--- config.mk ---
export PLATFORM = sky130hd
export DESIGN_NAME = calendar_date_adder
export DESIGN_NICKNAME = d
export VERILOG_FILES = /design/src/design/cda_pkg.sv /design/src/design/cda_ctrl.sv /design/src/design/cda_datapath.sv /design/src/design/calendar_date_adder.sv
export SDC_FILE = /design/constraint.sdc
export NUM_CORES = 1
export LEC_CHECK = 0
export BUFFER_PORTS_ARGS = -buffer_cell sky130_fd_sc_hd__buf_4
export CAP_MARGIN = 25
export CORE_ASPECT_RATIO = 0.9
export CORE_UTILIZATION = 50
export DETAILED_ROUTE_END_ITERATION = 8
export PLACE_DENSITY = 0.67
export SYNTH_ARGS = -nofsm -noshare
export SYNTH_HDL_FRONTEND = slang
export SYNTH_SLANG_ARGS = --single-unit
export TNS_END_PERCENT = 5
--- constraint.sdc ---
create_clock -name clk_i -period 9.8 [get_ports clk_i]
set_input_delay 1.96 -clock clk_i [delete_from_list [all_inputs] [get_ports clk_i]]
set_output_delay 1.96 -clock clk_i [all_outputs]
set_load 0.1 [all_outputs]
--- src/design/cda_pkg.sv ---
// ----------------------------------------------------------------------------
// cda_pkg
// Shared widths, codes, command types and calendar helpers for the calendar
// date adder.
// ----------------------------------------------------------------------------
package cda_pkg;

  localparam int YEAR_BITS   = 16;
  localparam int AMOUNT_BITS = 16;

  localparam int D_BITS   = AMOUNT_BITS + 1;
  localparam int DIV_BITS = (YEAR_BITS > D_BITS) ? YEAR_BITS : D_BITS;
  localparam int SUM_BITS = DIV_BITS + 1;
  localparam int CNT_BITS = 2;
  localparam int CMP_BITS = (D_BITS > 18) ? D_BITS : 18;
  localparam int REM_BITS = 9;

  localparam int RECIP_SHIFT = DIV_BITS + REM_BITS;
  localparam int RECIP_BITS  = RECIP_SHIFT - 3;
  localparam int PROD_BITS   = DIV_BITS + RECIP_BITS;

  localparam logic [YEAR_BITS-1:0] MAX_YEAR = '1;
  localparam longint unsigned MAX_YEAR_L = (64'd1 << YEAR_BITS) - 64'd1;
  localparam logic [REM_BITS-1:0] MAX_MOD400 = REM_BITS'(MAX_YEAR_L % 64'd400);

  localparam int unsigned DAYS_400Y = 146097;
  localparam logic [REM_BITS-1:0] DIVISOR_YEAR  = 9'd400;
  localparam logic [REM_BITS-1:0] DIVISOR_MONTH = 9'd12;

  localparam logic [RECIP_BITS-1:0] RECIP_YEAR =
    RECIP_BITS'(((64'd1 << RECIP_SHIFT) + 64'd399) / 64'd400);
  localparam logic [RECIP_BITS-1:0] RECIP_MONTH =
    RECIP_BITS'(((64'd1 << RECIP_SHIFT) + 64'd11) / 64'd12);
  localparam logic [CNT_BITS-1:0] DIV_STEPS = 2'd2;

  typedef enum logic [1:0] {
    OP_LOAD       = 2'd0,
    OP_ADD_DAYS   = 2'd1,
    OP_ADD_MONTHS = 2'd2,
    OP_ADD_YEARS  = 2'd3
  } opcode_e;

  typedef enum logic [1:0] {
    ST_OK        = 2'd0,
    ST_INVALID   = 2'd1,
    ST_SATURATED = 2'd2
  } status_e;

  typedef enum logic [3:0] {
    DP_IDLE,
    DP_CAPTURE,
    DP_DIV_STEP,
    DP_LOAD_EVAL,
    DP_YR_FIN,
    DP_MON_EVAL,
    DP_MON_FIN,
    DP_CYC_STEP,
    DP_MON_STEP,
    DP_DAY_SET,
    DP_SAT,
    DP_EMIT
  } dp_cmd_e;

  typedef struct packed {
    logic div_done;
    logic cyc_more;
    logic cyc_ovf;
    logic mon_fit;
    logic mon_ovf;
    logic mon_y_ovf;
    logic out_free;
  } dp_status_t;

  function automatic logic is_leap(logic [REM_BITS-1:0] mod400);
    return (mod400[1:0] == 2'd0) && (mod400 != 9'd100) && (mod400 != 9'd200) &&
           (mod400 != 9'd300);
  endfunction

  function automatic logic [4:0] month_len(logic [3:0] month, logic leap);
    logic [4:0] len;
    case (month)
      4'd2: len = leap ? 5'd29 : 5'd28;
      4'd4, 4'd6, 4'd9, 4'd11: len = 5'd30;
      default: len = 5'd31;
    endcase
    return len;
  endfunction

endpackage

--- src/design/cda_ctrl.sv ---
// ----------------------------------------------------------------------------
// cda_ctrl
// Command sequencer: steps the datapath through load, add and result phases.
// ----------------------------------------------------------------------------
module cda_ctrl (
  input  logic                clk_i,
  input  logic                rst_ni,
  input  logic                in_valid_i,
  output logic                in_ready_o,
  input  logic [1:0]          opcode_i,
  input  cda_pkg::dp_status_t status_i,
  output cda_pkg::dp_cmd_e    cmd_o
);

  typedef enum logic [2:0] {
    S_IDLE,
    S_DIV_A,
    S_DIV_B,
    S_CYC,
    S_MON,
    S_RESP
  } state_e;

  state_e           state_q, state_d;
  cda_pkg::opcode_e op_q, op_d;

  always_comb begin
    state_d = state_q;
    op_d    = op_q;
    cmd_o   = cda_pkg::DP_IDLE;
    case (state_q)
      S_IDLE: begin
        if (in_valid_i) begin
          cmd_o = cda_pkg::DP_CAPTURE;
          op_d  = cda_pkg::opcode_e'(opcode_i);
          if (cda_pkg::opcode_e'(opcode_i) == cda_pkg::OP_ADD_DAYS) begin
            state_d = S_CYC;
          end else begin
            state_d = S_DIV_A;
          end
        end
      end
      S_DIV_A: begin
        if (!status_i.div_done) begin
          cmd_o = cda_pkg::DP_DIV_STEP;
        end else begin
          state_d = S_RESP;
          case (op_q)
            cda_pkg::OP_LOAD:      cmd_o = cda_pkg::DP_LOAD_EVAL;
            cda_pkg::OP_ADD_YEARS: cmd_o = cda_pkg::DP_YR_FIN;
            cda_pkg::OP_ADD_MONTHS: begin
              cmd_o = cda_pkg::DP_MON_EVAL;
              if (!status_i.mon_y_ovf) begin
                state_d = S_DIV_B;
              end
            end
            default: cmd_o = cda_pkg::DP_IDLE;
          endcase
        end
      end
      S_DIV_B: begin
        if (!status_i.div_done) begin
          cmd_o = cda_pkg::DP_DIV_STEP;
        end else begin
          cmd_o   = cda_pkg::DP_MON_FIN;
          state_d = S_RESP;
        end
      end
      S_CYC: begin
        if (!status_i.cyc_more) begin
          state_d = S_MON;
        end else if (status_i.cyc_ovf) begin
          cmd_o   = cda_pkg::DP_SAT;
          state_d = S_RESP;
        end else begin
          cmd_o = cda_pkg::DP_CYC_STEP;
        end
      end
      S_MON: begin
        if (status_i.mon_fit) begin
          cmd_o   = cda_pkg::DP_DAY_SET;
          state_d = S_RESP;
        end else if (status_i.mon_ovf) begin
          cmd_o   = cda_pkg::DP_SAT;
          state_d = S_RESP;
        end else begin
          cmd_o = cda_pkg::DP_MON_STEP;
        end
      end
      S_RESP: begin
        if (status_i.out_free) begin
          cmd_o   = cda_pkg::DP_EMIT;
          state_d = S_IDLE;
        end
      end
      default: state_d = S_IDLE;
    endcase
  end

  assign in_ready_o = (state_q == S_IDLE);

  always_ff @(posedge clk_i or negedge rst_ni) begin
    if (!rst_ni) begin
      state_q <= S_IDLE;
      op_q    <= cda_pkg::OP_LOAD;
    end else begin
      state_q <= state_d;
      op_q    <= op_d;
    end
  end

endmodule

--- src/design/cda_datapath.sv ---
// ----------------------------------------------------------------------------
// cda_datapath
// Date registers, year-mod-400 tracking, reciprocal constant divider, day walk
// and output register.
// ----------------------------------------------------------------------------
module cda_datapath (
  input  logic                    clk_i,
  input  logic                    rst_ni,
  input  cda_pkg::dp_cmd_e        cmd_i,
  output cda_pkg::dp_status_t     status_o,
  input  logic [1:0]              opcode_i,
  input  logic [15:0]             amount_i,
  input  logic [15:0]             load_year_i,
  input  logic [3:0]              load_month_i,
  input  logic [4:0]              load_day_i,
  output logic                    out_valid_o,
  input  logic                    out_ready_i,
  output logic [15:0]             cur_year_o,
  output logic [3:0]              cur_month_o,
  output logic [4:0]              cur_day_o,
  output logic [1:0]              status_out_o
);

  localparam int YB  = cda_pkg::YEAR_BITS;
  localparam int AB  = cda_pkg::AMOUNT_BITS;
  localparam int DB  = cda_pkg::D_BITS;
  localparam int VB  = cda_pkg::DIV_BITS;
  localparam int SB  = cda_pkg::SUM_BITS;
  localparam int CB  = cda_pkg::CNT_BITS;
  localparam int MB  = cda_pkg::CMP_BITS;
  localparam int RB  = cda_pkg::REM_BITS;
  localparam int PB  = cda_pkg::PROD_BITS;
  localparam int RCB = cda_pkg::RECIP_BITS;

  logic [YB-1:0]     year_q, year_d;
  logic [RB-1:0]     mod_q, mod_d;
  logic [3:0]        month_q, month_d;
  logic [4:0]        day_q, day_d;
  logic [DB-1:0]     dacc_q, dacc_d;
  logic [AB-1:0]     amt_q, amt_d;
  logic [15:0]       ly_q, ly_d;
  logic [3:0]        lm_q, lm_d;
  logic [4:0]        ld_q, ld_d;
  cda_pkg::status_e  st_q, st_d;
  logic [VB-1:0]     divn_q, divn_d;
  logic [RB-1:0]     rem_q, rem_d;
  logic [RB-1:0]     divs_q, divs_d;
  logic [PB-1:0]     prod_q, prod_d;
  logic [CB-1:0]     cnt_q, cnt_d;
  logic              out_valid_q, out_valid_d;
  logic [15:0]       oyear_q, oyear_d;
  logic [3:0]        omonth_q, omonth_d;
  logic [4:0]        oday_q, oday_d;
  logic [1:0]        ost_q, ost_d;

  logic [AB-1:0]     amt_in;
  logic [SB-1:0]     sum_in;
  logic [SB-1:0]     sum_yr;
  logic [SB-1:0]     sum_mon;
  logic [YB:0]       year_p400;
  logic [4:0]        len_cur;
  logic [4:0]        len_rem;
  logic [4:0]        len_load;
  logic [RCB-1:0]    recip;
  logic [VB-1:0]     quo;
  logic [VB-1:0]     quo_mul;
  logic              ly_over;
  logic              load_ok;
  logic              sat;

  assign amt_in    = AB'(amount_i);
  assign sum_in    = SB'(year_q) + SB'(amt_in);
  assign sum_yr    = SB'(year_q) + SB'(amt_q);
  assign sum_mon   = SB'(year_q) + SB'(divn_q);
  assign year_p400 = (YB + 1)'(year_q) + (YB + 1)'(400);
  assign len_cur   = cda_pkg::month_len(month_q, cda_pkg::is_leap(mod_q));
  assign len_rem   = cda_pkg::month_len(month_q, cda_pkg::is_leap(rem_q));
  assign len_load  = cda_pkg::month_len(lm_q, cda_pkg::is_leap(rem_q));
  assign recip     = (divs_q == cda_pkg::DIVISOR_MONTH) ? cda_pkg::RECIP_MONTH :
                                                          cda_pkg::RECIP_YEAR;
  assign quo       = VB'(prod_q >> cda_pkg::RECIP_SHIFT);
  assign quo_mul   = quo * VB'(divs_q);
  assign ly_over   = (32'(ly_q) >> YB) != 32'd0;
  assign load_ok   = !ly_over && (lm_q >= 4'd1) && (lm_q <= 4'd12) && (ld_q != 5'd0) &&
                     (ld_q <= len_load);

  assign status_o.div_done  = (cnt_q == '0);
  assign status_o.cyc_more  = MB'(dacc_q) > MB'(cda_pkg::DAYS_400Y);
  assign status_o.cyc_ovf   = year_p400 > (YB + 1)'(cda_pkg::MAX_YEAR);
  assign status_o.mon_fit   = dacc_q <= DB'(len_cur);
  assign status_o.mon_ovf   = (month_q == 4'd12) && (year_q == cda_pkg::MAX_YEAR);
  assign status_o.mon_y_ovf = sum_mon > SB'(cda_pkg::MAX_YEAR);
  assign status_o.out_free  = !out_valid_q || out_ready_i;

  always_comb begin
    year_d      = year_q;
    mod_d       = mod_q;
    month_d     = month_q;
    day_d       = day_q;
    dacc_d      = dacc_q;
    amt_d       = amt_q;
    ly_d        = ly_q;
    lm_d        = lm_q;
    ld_d        = ld_q;
    st_d        = st_q;
    divn_d      = divn_q;
    rem_d       = rem_q;
    divs_d      = divs_q;
    prod_d      = prod_q;
    cnt_d       = cnt_q;
    oyear_d     = oyear_q;
    omonth_d    = omonth_q;
    oday_d      = oday_q;
    ost_d       = ost_q;
    out_valid_d = out_valid_q && !out_ready_i;
    sat         = 1'b0;
    case (cmd_i)
      cda_pkg::DP_CAPTURE: begin
        amt_d  = amt_in;
        ly_d   = load_year_i;
        lm_d   = load_month_i;
        ld_d   = load_day_i;
        st_d   = cda_pkg::ST_OK;
        dacc_d = DB'(day_q) + DB'(amt_in);
        rem_d  = '0;
        cnt_d  = cda_pkg::DIV_STEPS;
        case (cda_pkg::opcode_e'(opcode_i))
          cda_pkg::OP_LOAD: begin
            divn_d = VB'(load_year_i);
            divs_d = cda_pkg::DIVISOR_YEAR;
          end
          cda_pkg::OP_ADD_MONTHS: begin
            divn_d = VB'(month_q) - VB'(1) + VB'(amt_in);
            divs_d = cda_pkg::DIVISOR_MONTH;
          end
          default: begin
            divn_d = VB'(sum_in);
            divs_d = cda_pkg::DIVISOR_YEAR;
          end
        endcase
      end
      cda_pkg::DP_DIV_STEP: begin
        if (cnt_q != '0) begin
          cnt_d = cnt_q - CB'(1);
          if (cnt_q == cda_pkg::DIV_STEPS) begin
            prod_d = PB'(divn_q) * PB'(recip);
          end else begin
            divn_d = quo;
            rem_d  = RB'(divn_q - quo_mul);
          end
        end
      end
      cda_pkg::DP_LOAD_EVAL: begin
        if (load_ok) begin
          year_d  = YB'(ly_q);
          mod_d   = rem_q;
          month_d = lm_q;
          day_d   = ld_q;
        end else begin
          st_d = cda_pkg::ST_INVALID;
        end
      end
      cda_pkg::DP_YR_FIN: begin
        if (sum_yr > SB'(cda_pkg::MAX_YEAR)) begin
          sat = 1'b1;
        end else begin
          year_d = YB'(sum_yr);
          mod_d  = rem_q;
          if ((month_q == 4'd2) && (day_q == 5'd29) && !cda_pkg::is_leap(rem_q)) begin
            month_d = 4'd3;
            day_d   = 5'd1;
          end
        end
      end
      cda_pkg::DP_MON_EVAL: begin
        if (status_o.mon_y_ovf) begin
          sat = 1'b1;
        end else begin
          year_d  = YB'(sum_mon);
          month_d = 4'(rem_q) + 4'd1;
          divn_d  = VB'(sum_mon);
          divs_d  = cda_pkg::DIVISOR_YEAR;
          rem_d   = '0;
          cnt_d   = cda_pkg::DIV_STEPS;
        end
      end
      cda_pkg::DP_MON_FIN: begin
        mod_d = rem_q;
        if (day_q > len_rem) begin
          day_d = len_rem;
        end
      end
      cda_pkg::DP_CYC_STEP: begin
        year_d = YB'(year_p400);
        dacc_d = dacc_q - DB'(cda_pkg::DAYS_400Y);
      end
      cda_pkg::DP_MON_STEP: begin
        dacc_d = dacc_q - DB'(len_cur);
        if (month_q == 4'd12) begin
          year_d  = year_q + YB'(1);
          mod_d   = (mod_q == 9'd399) ? '0 : mod_q + 9'd1;
          month_d = 4'd1;
        end else begin
          month_d = month_q + 4'd1;
        end
      end
      cda_pkg::DP_DAY_SET: day_d = 5'(dacc_q);
      cda_pkg::DP_SAT:     sat = 1'b1;
      cda_pkg::DP_EMIT: begin
        oyear_d     = 16'(year_q);
        omonth_d    = month_q;
        oday_d      = day_q;
        ost_d       = st_q;
        out_valid_d = 1'b1;
      end
      default: begin
      end
    endcase
    if (sat) begin
      year_d  = cda_pkg::MAX_YEAR;
      mod_d   = cda_pkg::MAX_MOD400;
      month_d = 4'd12;
      day_d   = 5'd31;
      st_d    = cda_pkg::ST_SATURATED;
    end
  end

  always_ff @(posedge clk_i or negedge rst_ni) begin
    if (!rst_ni) begin
      year_q      <= '0;
      mod_q       <= '0;
      month_q     <= 4'd1;
      day_q       <= 5'd1;
      cnt_q       <= '0;
      st_q        <= cda_pkg::ST_OK;
      out_valid_q <= 1'b0;
    end else begin
      year_q      <= year_d;
      mod_q       <= mod_d;
      month_q     <= month_d;
      day_q       <= day_d;
      cnt_q       <= cnt_d;
      st_q        <= st_d;
      out_valid_q <= out_valid_d;
    end
  end

  always_ff @(posedge clk_i) begin
    dacc_q   <= dacc_d;
    amt_q    <= amt_d;
    ly_q     <= ly_d;
    lm_q     <= lm_d;
    ld_q     <= ld_d;
    divn_q   <= divn_d;
    rem_q    <= rem_d;
    divs_q   <= divs_d;
    prod_q   <= prod_d;
    oyear_q  <= oyear_d;
    omonth_q <= omonth_d;
    oday_q   <= oday_d;
    ost_q    <= ost_d;
  end

  assign out_valid_o  = out_valid_q;
  assign cur_year_o   = oyear_q;
  assign cur_month_o  = omonth_q;
  assign cur_day_o    = oday_q;
  assign status_out_o = ost_q;

endmodule

--- src/design/calendar_date_adder.sv ---
// ----------------------------------------------------------------------------
// calendar_date_adder
// Gregorian date register with load, add-days, add-months and add-years
// commands; one result word per command word.
// ----------------------------------------------------------------------------
// Input channel (in_valid_i / in_ready_o) carries a command word: opcode,
// amount and the date fields used by a load. The block works on one word at
// a time; in_ready_o is high only while the sequencer is idle.
// Output channel (out_valid_o / out_ready_i) carries the date after the
// command and a status code (ok, invalid load refused, year saturated).
// Steps from the accepting edge to the edge that registers the result:
//   load, add years: reciprocal divide by 400 (multiply, then quotient and
//     remainder), then update
//   add months: divide by 12, update, divide by 400, clamp the day; when the
//     year overflows it saturates after the first divide
//   add days: one step per 400-year block, then one step per month walked
// The next word is taken only after the result is registered, once the
// sequencer is idle again. While the receiver stalls the result waits in the
// output register; one more word is taken, runs and holds its result until the
// output register frees, and no further word is taken meanwhile.
// Reset sets the date to January 1 of year 0 and empties the output register.
// ----------------------------------------------------------------------------
module calendar_date_adder (
  input  logic        clk_i,
  input  logic        rst_ni,
  input  logic        in_valid_i,
  output logic        in_ready_o,
  input  logic [1:0]  opcode_i,
  input  logic [15:0] amount_i,
  input  logic [15:0] load_year_i,
  input  logic [3:0]  load_month_i,
  input  logic [4:0]  load_day_i,
  output logic        out_valid_o,
  input  logic        out_ready_i,
  output logic [15:0] cur_year_o,
  output logic [3:0]  cur_month_o,
  output logic [4:0]  cur_day_o,
  output logic [1:0]  status_o
);

  cda_pkg::dp_cmd_e    cmd;
  cda_pkg::dp_status_t dp_status;

  cda_ctrl u_ctrl (
    .clk_i      (clk_i),
    .rst_ni     (rst_ni),
    .in_valid_i (in_valid_i),
    .in_ready_o (in_ready_o),
    .opcode_i   (opcode_i),
    .status_i   (dp_status),
    .cmd_o      (cmd)
  );

  cda_datapath u_datapath (
    .clk_i        (clk_i),
    .rst_ni       (rst_ni),
    .cmd_i        (cmd),
    .status_o     (dp_status),
    .opcode_i     (opcode_i),
    .amount_i     (amount_i),
    .load_year_i  (load_year_i),
    .load_month_i (load_month_i),
    .load_day_i   (load_day_i),
    .out_valid_o  (out_valid_o),
    .out_ready_i  (out_ready_i),
    .cur_year_o   (cur_year_o),
    .cur_month_o  (cur_month_o),
    .cur_day_o    (cur_day_o),
    .status_out_o (status_o)
  );

endmodule

==> results.toml <==
[logic_synthesis]
ys_seq_elements = 171
ys_types = 94
yosys_warnings = 0
ys.flop_type = "sky130_fd_sc_hd__edfxtp_1"
synth_area_mm2 = 0.0202
syn_inst = 2055
ys_async_sr_fraction = 0.257
synth.avg_cell_area_um2 = 9.83
yosys.area.top_type_share = 0.210
synth-edff-count = 127
synth_top_area_cells = "sky130_fd_sc_hd__fa_1 (21%), sky130_fd_sc_hd__edfxtp_1 (19%), sky130_fd_sc_hd__ha_1 (15%)"
synth_seq_area_share = 0.244
post-synth-top-area-cell = "sky130_fd_sc_hd__fa_1"

[critical_path]
reg2reg_setup_slack_ns = 2.01
end_kind = "flop"
reg_to_reg_start = "u_datapath.divs_q[7]"
startpoint_type = "flop"
rr_endpoint = "u_datapath.prod_q[37]"
timing.critical_path.fanout_max = 23
cp_data_arrival_time_ns = 7.99
crit_path_kind = "flop to flop"
ff2ff_path_depth = 19
worst_ep_required_time_ns = 10.00

[clock_tree]
post_cts.repair.setup_buffers = 0
numClockSinks = 171
cts-hold-fix-buffers = 0
cts.root.buffer_cell = "sky130_fd_sc_hd__clkbuf_16"
post_cts_resized = 0
cts.reportedPaths.clkPinSlew_ns = 0.07
htree_levels = 4
max-clock-path-buffers = 2
clock_insertion_delay_worst_skew_ns = 0.46
tritoncts_clock_tree = "yes"
cts_buf_count = 17

[finish]
fin_cells = 2669
drive_gt1_frac = 0.0847
syn2layout_area_growth_pct = 8.77
nNetsFinal = 2630
final_layout_fill_cell_count = 3497

[floorplan]
die_width_um = 214
die-area_mm2 = 0.0412
io_pins = 76
placementRows = 69
die_height_um = 193
effective_utilization_at_floorplan = 0.510
fp.coreArea_mm2 = 0.0396

[global_routing]
overflow = 0
grt_start_max_net_pins = 52
grt_antenna_before_repair = 0
grt_pass1_vias = 15325
global_route.usage.total = 0.273
grt_first_pass_wirelength_um = 84400

[timing]
worst_slew_pin_tran_ns = 1.05
post-route-min-period_ns = 7.79
setup_total_negative_slack_ns = 0
worst_clock_skew_ns = 0.0132
hold_viol = 0
slew_headroom = 0.302
maxClockFrequency_mhz = 128
rsz0062_at_grt = "false"
setup_viol = 0
finalMaxSlewViolations = 0
final_min_period_over_clock_period = 0.795

[route]
length_of_the_first_detailed_routing_pass_in_iterations = 5
avgViaCountPerCell = 5.74
antenna_left = 0
drc_errors = 0
initialDrtViolationCount = 1406
routed_wirelength_um = 54100
total_via_count_in_the_routed_design = 15320
route.detailed.wl_per_inst_um = 20.3

[place]
placement.io_buffers = 75
placed_cells_incl_taps = 2635
detailedPlacementHpwl_um = 43900
gp_routability_congestion = 0.958

[hold_path]
hold_path_end = "u_datapath.status_out_o[0]"
worst_hold_startpoint = "u_datapath.st_q[0]"
timing.hold.worst_path_depth = 0
min-delay-path-class = "flop to flop"

[status]
status = "finished clean"

[flow_run]
max-cap-violations = 0
-- synthesized netlist by cell type (all sizes together) (34+ instances only) --
cell    number
a21o        34
a21oi       93
clkbuf      38
dfrtp       42
edfxtp     127
fa         212
ha         248
inv        353
nand2      148
nand3       36
nor2       110
nor3        45
o21ai       92
xnor2       58
xor2        56
-- worst max-delay path by stage --
stage                          from  cells after the start               endpoint
2_1_floorplan  u_datapath.divs_q[3]                     23  u_datapath.prod_q[37]
3_3_place_gp   u_datapath.divs_q[7]                     19  u_datapath.prod_q[37]
3_5_place_dp   u_datapath.divs_q[7]                     19  u_datapath.prod_q[37]
4_1_cts        u_datapath.divs_q[7]                     19  u_datapath.prod_q[37]
5_1_grt        u_datapath.divs_q[7]                     22  u_datapath.prod_q[37]
6_report       u_datapath.divs_q[7]                     19  u_datapath.prod_q[37]
-- cells in the final DEF, fill, tap and decap left out, types with 6 or more instances in the layout --
cell type	n
sky130_fd_sc_hd__nor2_1	106
sky130_fd_sc_hd__o21a_1	10
sky130_fd_sc_hd__nand4_1	11
sky130_fd_sc_hd__a21o_1	33
sky130_fd_sc_hd__and3_1	16
sky130_fd_sc_hd__o21ai_0	81
sky130_fd_sc_hd__a221o_1	7
sky130_fd_sc_hd__nor3_1	43
sky130_fd_sc_hd__or3_1	8
sky130_fd_sc_hd__nor2b_1	20
sky130_fd_sc_hd__a21oi_1	89
sky130_fd_sc_hd__ha_1	248
sky130_fd_sc_hd__o211ai_1	12
sky130_fd_sc_hd__dfrtp_1	42
sky130_fd_sc_hd__clkbuf_16	17
sky130_fd_sc_hd__nand3_1	35
sky130_fd_sc_hd__a31oi_1	17
sky130_fd_sc_hd__conb_1	21
sky130_fd_sc_hd__or2_2	11
sky130_fd_sc_hd__edfxtp_1	127
sky130_fd_sc_hd__a22oi_1	14
sky130_fd_sc_hd__buf_4	89
sky130_fd_sc_hd__a211oi_1	25
sky130_fd_sc_hd__fa_1	212
sky130_fd_sc_hd__and2_1	24
sky130_fd_sc_hd__nand2b_1	15
sky130_fd_sc_hd__inv_1	353
sky130_fd_sc_hd__xor2_1	56
sky130_fd_sc_hd__xnor2_1	58
sky130_fd_sc_hd__o31ai_1	9
sky130_fd_sc_hd__o21ai_1	10
sky130_fd_sc_hd__nand2_1	145
sky130_fd_sc_hd__mux2i_1	6
sky130_fd_sc_hd__a211o_1	7
sky130_fd_sc_hd__o211ai_2	10
sky130_fd_sc_hd__o21bai_1	6
-- logic make-up (layout without fill, tap and decap cells) --
family	after synthesis	after routing	synth area share
AOI/OAI and AO/OA	401	401	0.137
xor gates and xnor gates	114	114	0.0494
adders and majority gates	460	460	0.364
buffers and inverters	414	476	0.0805
DFF	171	171	0.244
muxes	10	10	0.00521
other	2	22	0.000372
and+or+nand+nor	483	483	0.120
-- area by class of cell --
class	instances	area (µm²)	share of cell area
inverters	354	1330	0.0605
diodes	1	2.50	0.000114
well taps	532	666	0.0303
repair buffers	90	673	0.0307
clock inverters	11	195	0.00889
clock buffers	21	450	0.0205
multi-input cells	1489	13700	0.625
flip-flops and latches	171	4920	0.224
-- worst max-delay path, stage by stage (launching register included) --
cell,delay [ns]
sky130_fd_sc_hd__edfxtp_1,0.45
sky130_fd_sc_hd__nand2b_1,0.62
sky130_fd_sc_hd__nor2_1,0.58
sky130_fd_sc_hd__fa_1,0.52
sky130_fd_sc_hd__fa_1,0.47
sky130_fd_sc_hd__ha_1,0.23
sky130_fd_sc_hd__fa_1,0.50
sky130_fd_sc_hd__inv_1,0.05
sky130_fd_sc_hd__fa_1,0.48
sky130_fd_sc_hd__fa_1,0.56
sky130_fd_sc_hd__inv_1,0.04
sky130_fd_sc_hd__ha_1,0.19
sky130_fd_sc_hd__or4_1,0.51
sky130_fd_sc_hd__a21oi_1,0.21
sky130_fd_sc_hd__a211oi_1,0.21
sky130_fd_sc_hd__o311ai_1,0.80
sky130_fd_sc_hd__a31oi_1,0.36
sky130_fd_sc_hd__a41oi_1,0.41
sky130_fd_sc_hd__o21ai_0,0.17
sky130_fd_sc_hd__xor2_1,0.17
-- per-stage QoR --
step                      hold slack, ns   util  area [µm²]  setup slack, ns
after global routing               0.480  0.554       22000             1.78
after floorplan                    0.423      -       20300             3.27
after global placement             0.445  0.538       21300             2.53
after detailed placement           0.451  0.538       21300             2.25
final                              0.471  0.554       22000             2.01
after CTS                          0.465  0.554       22000             2.24
-- flip-flops by register name (all words and copies together) (netlist names), 3 cells and up --
signal                  count
u_datapath.prod_q          14
u_datapath.ld_q             5
u_datapath.lm_q             4
u_datapath.cur_day_o        5
u_datapath.mod_q            9
u_datapath.day_q            5
u_datapath.divn_q          17
u_datapath.ly_q            16
u_datapath.month_q          4
u_datapath.cur_month_o      4
u_datapath.amt_q           16
u_datapath.dacc_q          17
u_datapath.cur_year_o      16
u_ctrl.state_q              3
u_datapath.rem_q            9
u_datapath.year_q          16
-- metal layers --
layer / vias up / GRT usage / routed length (µm)
met3: 67 / 0.0487 / 3740
met2: 555 / 0.409 / 23500
met4: 0 / 0.0626 / 1040
met1: 7567 / 0.407 / 25700
met5: - / 0 / 0
li1: 7131 / - / -
Power is not shown: default switching activity piles up to over one toggle a cycle in this logic, so the estimate is an artifact.
